==> config.mk <==
export PLATFORM = sky130hd
export DESIGN_NAME = rnsc_front
export DESIGN_NICKNAME = d
export VERILOG_FILES = /design/src/rtl/rnsc_pkg.sv /design/src/rtl/rnsc_front.sv
export SDC_FILE = /design/constraint.sdc
export NUM_CORES = 1
export LEC_CHECK = 0
export BUFFER_PORTS_ARGS = -buffer_cell sky130_fd_sc_hd__buf_2
export CAP_MARGIN = 20
export CORE_UTILIZATION = 34
export CTS_BUF_LIST = sky130_fd_sc_hd__clkbuf_4 sky130_fd_sc_hd__clkbuf_8
export DETAILED_ROUTE_END_ITERATION = 6
export PLACE_DENSITY = 0.62
export SYNTH_ARGS = -nofsm -noshare
export SYNTH_HDL_FRONTEND = slang
export SYNTH_SLANG_ARGS = --single-unit
==> constraint.sdc <==
create_clock -name clk -period 10.05 [get_ports clk]
set_input_delay 0.5025 -clock clk [delete_from_list [all_inputs] [get_ports clk]]
set_output_delay 0.5025 -clock clk [all_outputs]
set_load 0.02 [all_outputs]
==> src/rtl/rnsc_pkg.sv <==
// ----------------------------------------------------------------------------
// rnsc_pkg: shared types and constants
// Request and result formats, epsilon default and sequencer state codes.
// ----------------------------------------------------------------------------
package rnsc_pkg;

    localparam int unsigned MaxLenDefault = 8192;
    localparam logic [31:0] EpsilonReset  = 32'd4295;
    localparam logic [31:0] InvRmsReset   = 32'h0010_0000;
    localparam logic [31:0] InvRmsMax     = 32'h7FFF_FFFF;
    localparam int unsigned QueueDepth    = 2;

    localparam logic OpAccumulate = 1'b0;
    localparam logic OpNormalize  = 1'b1;

    typedef struct packed {
        logic        opcode;
        logic [31:0] sample;
        logic [31:0] weight;
        logic        weight_present;
        logic        is_last;
    } req_t;

    typedef struct packed {
        logic [31:0] normalized;
        logic        saturated;
    } res_t;

    // classified request as held in the queue
    typedef struct packed {
        logic        is_norm;
        logic        is_last;
        logic        neg;
        logic [31:0] mag;
        logic [31:0] wmag;
    } job_t;

    typedef enum logic [3:0] {
        ST_IDLE,
        ST_ACC_SQ,
        ST_ACC_ADD,
        ST_DIV,
        ST_EPS,
        ST_ROOT_SQ,
        ST_ROOT_MUL,
        ST_ROOT_CMP,
        ST_NRM_P,
        ST_NRM_M0,
        ST_NRM_M1,
        ST_NRM_OUT
    } state_t;

endpackage

==> src/rtl/rnsc_front.sv <==
// ----------------------------------------------------------------------------
// rnsc_front: request intake
// Takes a request, forms sign and magnitudes, and pushes it into a queue.
// ----------------------------------------------------------------------------
module rnsc_front (
    input  logic              clk,
    input  logic              rst_n,
    input  logic              start,
    input  rnsc_pkg::req_t    req,
    output logic              busy,
    input  logic              pop,
    output logic              job_valid,
    output rnsc_pkg::job_t    job
);
    localparam int unsigned PtrW = $clog2(rnsc_pkg::QueueDepth);

    rnsc_pkg::job_t           mem_reg [rnsc_pkg::QueueDepth];
    logic [PtrW-1:0]          wr_reg, wr_next, rd_reg, rd_next;
    logic [PtrW:0]            cnt_reg, cnt_next;
    logic                     push;
    rnsc_pkg::job_t           incoming;
    logic [31:0]              smag, wmag;
    logic                     sneg, wneg;

    assign busy      = (cnt_reg == PtrW'(0) + (PtrW+1)'(rnsc_pkg::QueueDepth));
    assign push      = start && !busy;
    assign job_valid = (cnt_reg != '0);
    assign job       = mem_reg[rd_reg];

    always_comb
    begin
        sneg = req.sample[31];
        smag = sneg ? (32'd0 - req.sample) : req.sample;
        wneg = req.weight_present & req.weight[31];
        if (req.weight_present)
        begin
            wmag = wneg ? (32'd0 - req.weight) : req.weight;
        end
        else
        begin
            wmag = 32'h0001_0000;
        end
        incoming.is_norm = (req.opcode == rnsc_pkg::OpNormalize);
        incoming.is_last = req.is_last;
        incoming.neg     = sneg ^ wneg;
        incoming.mag     = smag;
        incoming.wmag    = wmag;
    end

    always_comb
    begin
        wr_next  = push ? PtrW'(wr_reg + 1'b1) : wr_reg;
        rd_next  = pop  ? PtrW'(rd_reg + 1'b1) : rd_reg;
        cnt_next = cnt_reg + (PtrW+1)'(push) - (PtrW+1)'(pop);
    end

    always_ff @(posedge clk)
    begin
        if (push)
        begin
            mem_reg[wr_reg] <= incoming;
        end
    end

    always_ff @(posedge clk or negedge rst_n)
    begin
        if (!rst_n)
        begin
            wr_reg  <= '0;
            rd_reg  <= '0;
            cnt_reg <= '0;
        end
        else
        begin
            wr_reg  <= wr_next;
            rd_reg  <= rd_next;
            cnt_reg <= cnt_next;
        end
    end

    a_no_overflow: assert property (@(posedge clk) disable iff (!rst_n)
        cnt_reg <= (PtrW+1)'(rnsc_pkg::QueueDepth))
        else $error("queue overfilled");
    a_pop_valid: assert property (@(posedge clk) disable iff (!rst_n)
        pop |-> job_valid)
        else $error("pop from empty queue");
    a_full_busy: assert property (@(posedge clk) disable iff (!rst_n)
        (cnt_reg == (PtrW+1)'(rnsc_pkg::QueueDepth)) |-> busy)
        else $error("full queue not reported busy");
endmodule

==> results of run 1 <==
## worst paths after layout
check,endpoint,slack (ps),cells past startpoint
setup / recovery,job[28],7090,3
hold / removal,rd_reg,250,2
setup reg to reg,mem_reg[0][34],8100,4
hold reg to reg,cnt_reg[0],530,1
max in group asynchronous,rd_reg,9540,2
min in group asynchronous,cnt_reg[1],380,2
## synth_stat cells, drive strengths merged, types with 5 or more instances
master and instances:
nand2b 17, edfxtp 134, nor3 5, or3 10, clkbuf 19, or4 9
nor2 8, mux2 67, inv 11, xnor2 45, a21oi 7, buf 6
mux2i 13, nand2 21, o21ai 13, o41ai 10, o31ai 20, and2 14
nor4 12, nand3 6
## worst reg2reg max path, delay by kind of cell, from the launching register on
| family | cells | cell delay [ps] |
|---|---|---|
| flops | 1 | 400 |
| simple gates | 3 | 370 |
| buf+inv | 1 | 750 |
## report_power, final
part / internal, mW / total (mW) / switching [mW]
Sequential: 0.802 / 0.854 / 0.0520
Clock: 0.198 / 0.408 / 0.210
Combinational: 0.269 / 0.694 / 0.425
Total: 1.27 / 1.96 / 0.687
## through the flow
step	hold WS [ps]	worst slack, ps
global placement	307	7450
finish	253	7090
CTS	220	6960
detailed placement	313	7390
global route	214	6880
floorplan	207	6160
## layout make-up
class / count / area [µm²] / area share, %
inverter: 11 / 41.3 / 0.510
timing repair buffer: 143 / 728 / 9.00
clock inverter: 13 / 104 / 1.28
sequential: 138 / 4130 / 51.0
clock buffer: 19 / 249 / 3.08
multi-input combinational: 308 / 2520 / 31.1
tap: 265 / 332 / 4.10
## layer usage
layer  wire (µm)  part of all wire [%]  vias to the layer above  global-route usage, %
li1            -                     -                     2124                      -
met1        6310                    41                     2172                   18.0
met2        7620                    50                      173                   26.8
met3        1180                   7.8                        7                   5.43
met4         102                  0.67                        0                   3.90
met5           0                     0                        -                      0
## logic make-up (layout without fill, tap and decap cells)
logic type                 Yosys count  after routing  synth area share (%)
and+or+nand+nor                    117            117                  10.5
xor gates and xnor gates            46             46                  5.95
buffers and inverters               36            186                  2.12
DFF                                138            138                  60.9
muxes                               80             80                  13.1
AOI/OAI and AO/OA                   61             61                  6.74
adders and majority gates            4              4                 0.739
## timing repair
action | 4_1_cts | 5_1_grt
hold buffers | 1 | 0
endpoints found under the hold margin | 4 | 0
gates resized for setup | 0 | 0
setup endpoints to repair | 0 | 0
==> flow_summary.json, run 1 <==
{
  "pin_count": 140,
  "grt_max_degree": 68,
  "cap_violations": 0,
  "final_cell_mix": "139 x buf_2, 134 x edfxtp_1, 67 x mux2_2",
  "antenna_left": 0,
  "number_of_vias_per_cell_after_detailed_routing": 4.99,
  "kind_of_end_point_of_the_critical_path": "output pin",
  "cp.buffers_inverters": 2,
  "yosys_warnings": 0,
  "post-route-min-period_ps": 2960,
  "fillerInstances": 1874,
  "finalSetupViolations": 0,
  "antenna_cells": 0,
  "grt_pass1_wl_mm": 24.0,
  "irDropWorstVdd_v": 0.000132,
  "max_clock_freq_ghz": 0.338,
  "utilization_pct": 41.5,
  "synth_ff_type": "edfxtp_1",
  "gr-total-overflow": 0,
  "setup_tns_ps": 0,
  "timing.critical_path.fanout_max": 43,
  "post_cts_buffers": 0,
  "detail_route.iter0.violations": 287,
  "detail_route.drc_violations": 0,
  "hpwl_mm": 10.2,
  "clk_root_buffer_cell": "clkbuf_8",
  "grt.total_usage_pct": 15.4,
  "synthesis.nets": 557,
  "hold_path.class": "in2reg",
  "cts_tree": "done",
  "design.die.area_um2": 20500,
  "worst_case_clock_skew_ps": 17.1,
  "drt_pass1_iterations": 4,
  "dieWidth_um": 143,
  "worstSkewPairLatency_ps": 440,
  "fp-row-count": 51,
  "seq_area_frac_synth_pct": 60.9,
  "ys_seq_elements": 138,
  "chipHeight_um": 143,
  "place.gp.congestion": 0.870,
  "cts_inserted_buffers": 17,
  "synth_enable_flop_cells": 134,
  "cp-startpoint": "rd_reg",
  "power_mw": 1.96,
  "max-clock-path-buffers": 2,
  "buffer_ports.inserted": 139,
  "post_dp_cell_area_um2": 7730,
  "drt_wl_total_mm": 15.2,
  "cts_sinks": 138,
  "numPlacedInstances": 864,
  "grt_antenna_before_repair": 0,
  "synth_largest_type_area_fraction_pct": 59.4,
  "timing_max_transition_violations_final": 0,
  "path_clk_slew_ps": 80,
  "wl_per_cell_um": 17.0,
  "ys_async_sr_fraction_pct": 2.90,
  "cp_data_arrival_time_ps": 2460,
  "cell_taking_the_most_area_after_synthesis": "edfxtp_1",
  "crit_family": "flip-flops",
  "largest_register_ff_count": 134,
  "layout.cell_area.non_filler_um2": 8100,
  "criticalPathCategory": "reg2out",
  "worst_slew_pin_slew_ps": 1000,
  "timing.max_slew.rel_slack_pct": 33.2,
  "ys_top_cells_by_area": "edfxtp_1 59%, mux2_2 11%, xnor2_1 5.8%",
  "drive_gt1_share_pct": 40.7,
  "syn_inst": 482,
  "final_cell_count_without_fillers": 897,
  "coreArea_um2": 19500,
  "status": "completed",
  "grt_setup_unrepaired": "no",
  "critical_path.reg2reg.startpoint": "cnt_reg[1]",
  "timing_hold_violations_final": 0,
  "critical-path-max-stage-delay_ps": 800,
  "area.growth.synth_to_final_pct": 19.5,
  "yosys.cell_types.count": 47,
  "synth.avg_cell_area_um2": 14.1,
  "path_cells": "buf_4 > mux2_2 > buf_2",
  "power_leakage_nw": 2.89,
  "cellPowerDensity_nw_per_um2": 242,
  "htreeDepth": 4,
  "starting_density_of_the_core_pct": 34.7,
  "via_count": 4476,
  "commonest_non_fill_non_tap_cell_in_the_layout": "buf_2",
  "layout_worst_path_cycle_share_pct": 29.5,
  "synth.cell_area_um2": 6780,
  "number_of_global_route_vias_before_repair": 4600,
  "cp_slowest_cell": "dfrtp_2",
  "critical_path.startpoint_type": "register",
  "cp_data_required_time_ps": 9550,
  "hold_path_startpoint": "pop",
  "final_nets": 694
}
No activity file was read; power rests on OpenSTA's default activity.
==> run 2: changes to the inputs <==
clock period = 2.8 ns   (was 10.05 ns; I/O delays follow)
==> run 2 against run 1 <==
Compared with the run above: flip-flop and latch count unchanged; non-clock buffer count increased by 10; first-iteration DRC count decreased by 41%; sequential share of layout area decreased by 1.0 points; sequential power increased to 3.5 times the previous value; routed wire length decreased by 1.0%; critical path type is now in2reg.
==> flow_summary.json, run 2 (same netlist as run 1, synthesis figures left out) <==
{
  "detail_route.iter0.violations": 169,
  "wl_per_cell_um": 16.6,
  "final_nets": 704,
  "max-clock-path-buffers": 2,
  "min_path_cells": 2,
  "cts_inserted_buffers": 17,
  "timing.max_slew.rel_slack_pct": 42.5,
  "reg2reg_depth": 3,
  "cp_slowest_cell": "or3b_2",
  "irDropWorstVdd_v": 0.000484,
  "hpwl_mm": 10.3,
  "place.gp.congestion": 0.894,
  "area.growth.synth_to_final_pct": 22.0,
  "timing.critical_path.fanout_max": 8,
  "worst_slew_pin_slew_ps": 855,
  "cellPowerDensity_nw_per_um2": 877,
  "cts_hold_repair.buffers": 8,
  "numPlacedInstances": 867,
  "drive_gt1_share_pct": 40.7,
  "grt_pass1_wl_mm": 23.6,
  "cp_data_arrival_time_ps": 2410,
  "cts_tree": "done",
  "max_clock_freq_ghz": 0.447,
  "buffer_ports.inserted": 139,
  "chipHeight_um": 143,
  "path_cells": "dlygate4sd3_1 > buf_2 > inv_1 > ha_1 > or3b_2 > or4_1 > o31ai_1 > xnor2_1",
  "dieWidth_um": 143,
  "commonest_non_fill_non_tap_cell_in_the_layout": "buf_2",
  "grt.total_usage_pct": 15.2,
  "coreArea_um2": 19500,
  "layout_worst_path_cycle_share_pct": 79.9,
  "maxUsedRoutingLayer": "met4",
  "antenna_left": 0,
  "number_of_global_route_vias_before_repair": 4540,
  "design.die.area_um2": 20500,
  "pin_count": 140,
  "number_of_vias_per_cell_after_detailed_routing": 4.94,
  "cap_violations": 0,
  "grt_max_degree": 69,
  "starting_density_of_the_core_pct": 34.7,
  "critical_path.startpoint_type": "input port",
  "critical-path-max-stage-delay_ps": 560,
  "cts_sinks": 138,
  "via_count": 4482,
  "detail_route.drc_violations": 0,
  "htreeDepth": 4,
  "met3_wirelength_mm": 1.05,
  "finalSetupViolations": 0,
  "drt_wl_total_mm": 15.0,
  "utilization_pct": 42.3,
  "setup_tns_ps": 0,
  "hold_path.class": "in2reg",
  "fillerInstances": 1866,
  "postLayoutSetupSlackWorst_ps": 563,
  "cp_data_required_time_ps": 2970,
  "gr-total-overflow": 0,
  "worst_case_clock_skew_ps": 8.71,
  "grt_setup_unrepaired": "no",
  "grt_antenna_before_repair": 0,
  "drt_pass1_iterations": 4,
  "final_cell_mix": "139 x buf_2, 134 x edfxtp_1, 67 x mux2_2",
  "criticalPathCategory": "in2reg",
  "place_ws_ps": 554,
  "timing_hold_violations_final": 0,
  "antenna_cells": 0,
  "post_cts_resized": 0,
  "clk_root_buffer_cell": "clkbuf_8",
  "post-route-min-period_ps": 2240,
  "fp-row-count": 51,
  "routedLengthMet1_mm": 6.38,
  "worstSkewPairLatency_ps": 440,
  "power_leakage_nw": 2.95,
  "final_cell_count_without_fillers": 907,
  "kind_of_end_point_of_the_critical_path": "register",
  "regArea_um2": 4130,
  "status": "completed",
  "timing_max_transition_violations_final": 0,
  "largest_register_ff_count": 134,
  "route.met2.wl_mm": 7.39,
  "multiInputGateArea_um2": 2520,
  "post_cts_buffers": 0,
  "path_clk_slew_ps": 70
}
-- run 2: path summary, 6_finish.rpt --
| kind | startpoint | end | slack, ps |
|---|---|---|---|
| worst max-delay path | req[34] | mem_reg[1][60] | 560 |
| worst min-delay path | req[64] | mem_reg[0][62] | 50 |
| worst max register to register | cnt_reg[1] | mem_reg[1][64] | 1090 |
| worst min register to register | cnt_reg[0] | cnt_reg[0] | 530 |
| max in group asynchronous | rst_n | cnt_reg[0] | 1530 |
| min in group asynchronous | rst_n | wr_reg | 560 |
-- run 2: through the flow --
step                      hold slack, ps  area [µm²]  power, mW
after global routing                16.5        8260       7.63
after floorplan                     -156        6780       4.79
final                               48.3        8260       7.25
after global placement             -55.3        7780       5.64
after detailed placement           -47.8        7780       5.69
after CTS                           9.18        8260       7.37
-- run 2: layout make-up --
| cell class | count | area share [%] |
|---|---|---|
| inverters | 11 | 0.500 |
| flip-flops and latches | 138 | 49.9 |
| repair buffers | 153 | 10.2 |
| clock inverters | 13 | 1.83 |
| multi-input cells | 308 | 30.5 |
| clock buffers | 19 | 3.01 |
| well taps | 265 | 4.01 |
-- run 2: where the power goes --
part,switching [mW],internal (mW)
Sequential,0.111,2.87
Clock,0.761,0.890
Combinational,1.60,1.02
Total,2.48,4.77
-- run 2: metal layers --
layer | global-route usage (%) | vias up
met5 | 0 | -
met4 | 6.11 | 0
met3 | 4.46 | 17
met2 | 26.3 | 149
met1 | 17.7 | 2180
li1 | - | 2136
-- run 2: worst max-delay path: cells and delay by family --
kind            cells  cell delay (ps)
compound gates      1              250
simple gates        2              990
buf+inv             3              750
fa+ha+maj           1              140
xor+xnor            1              140
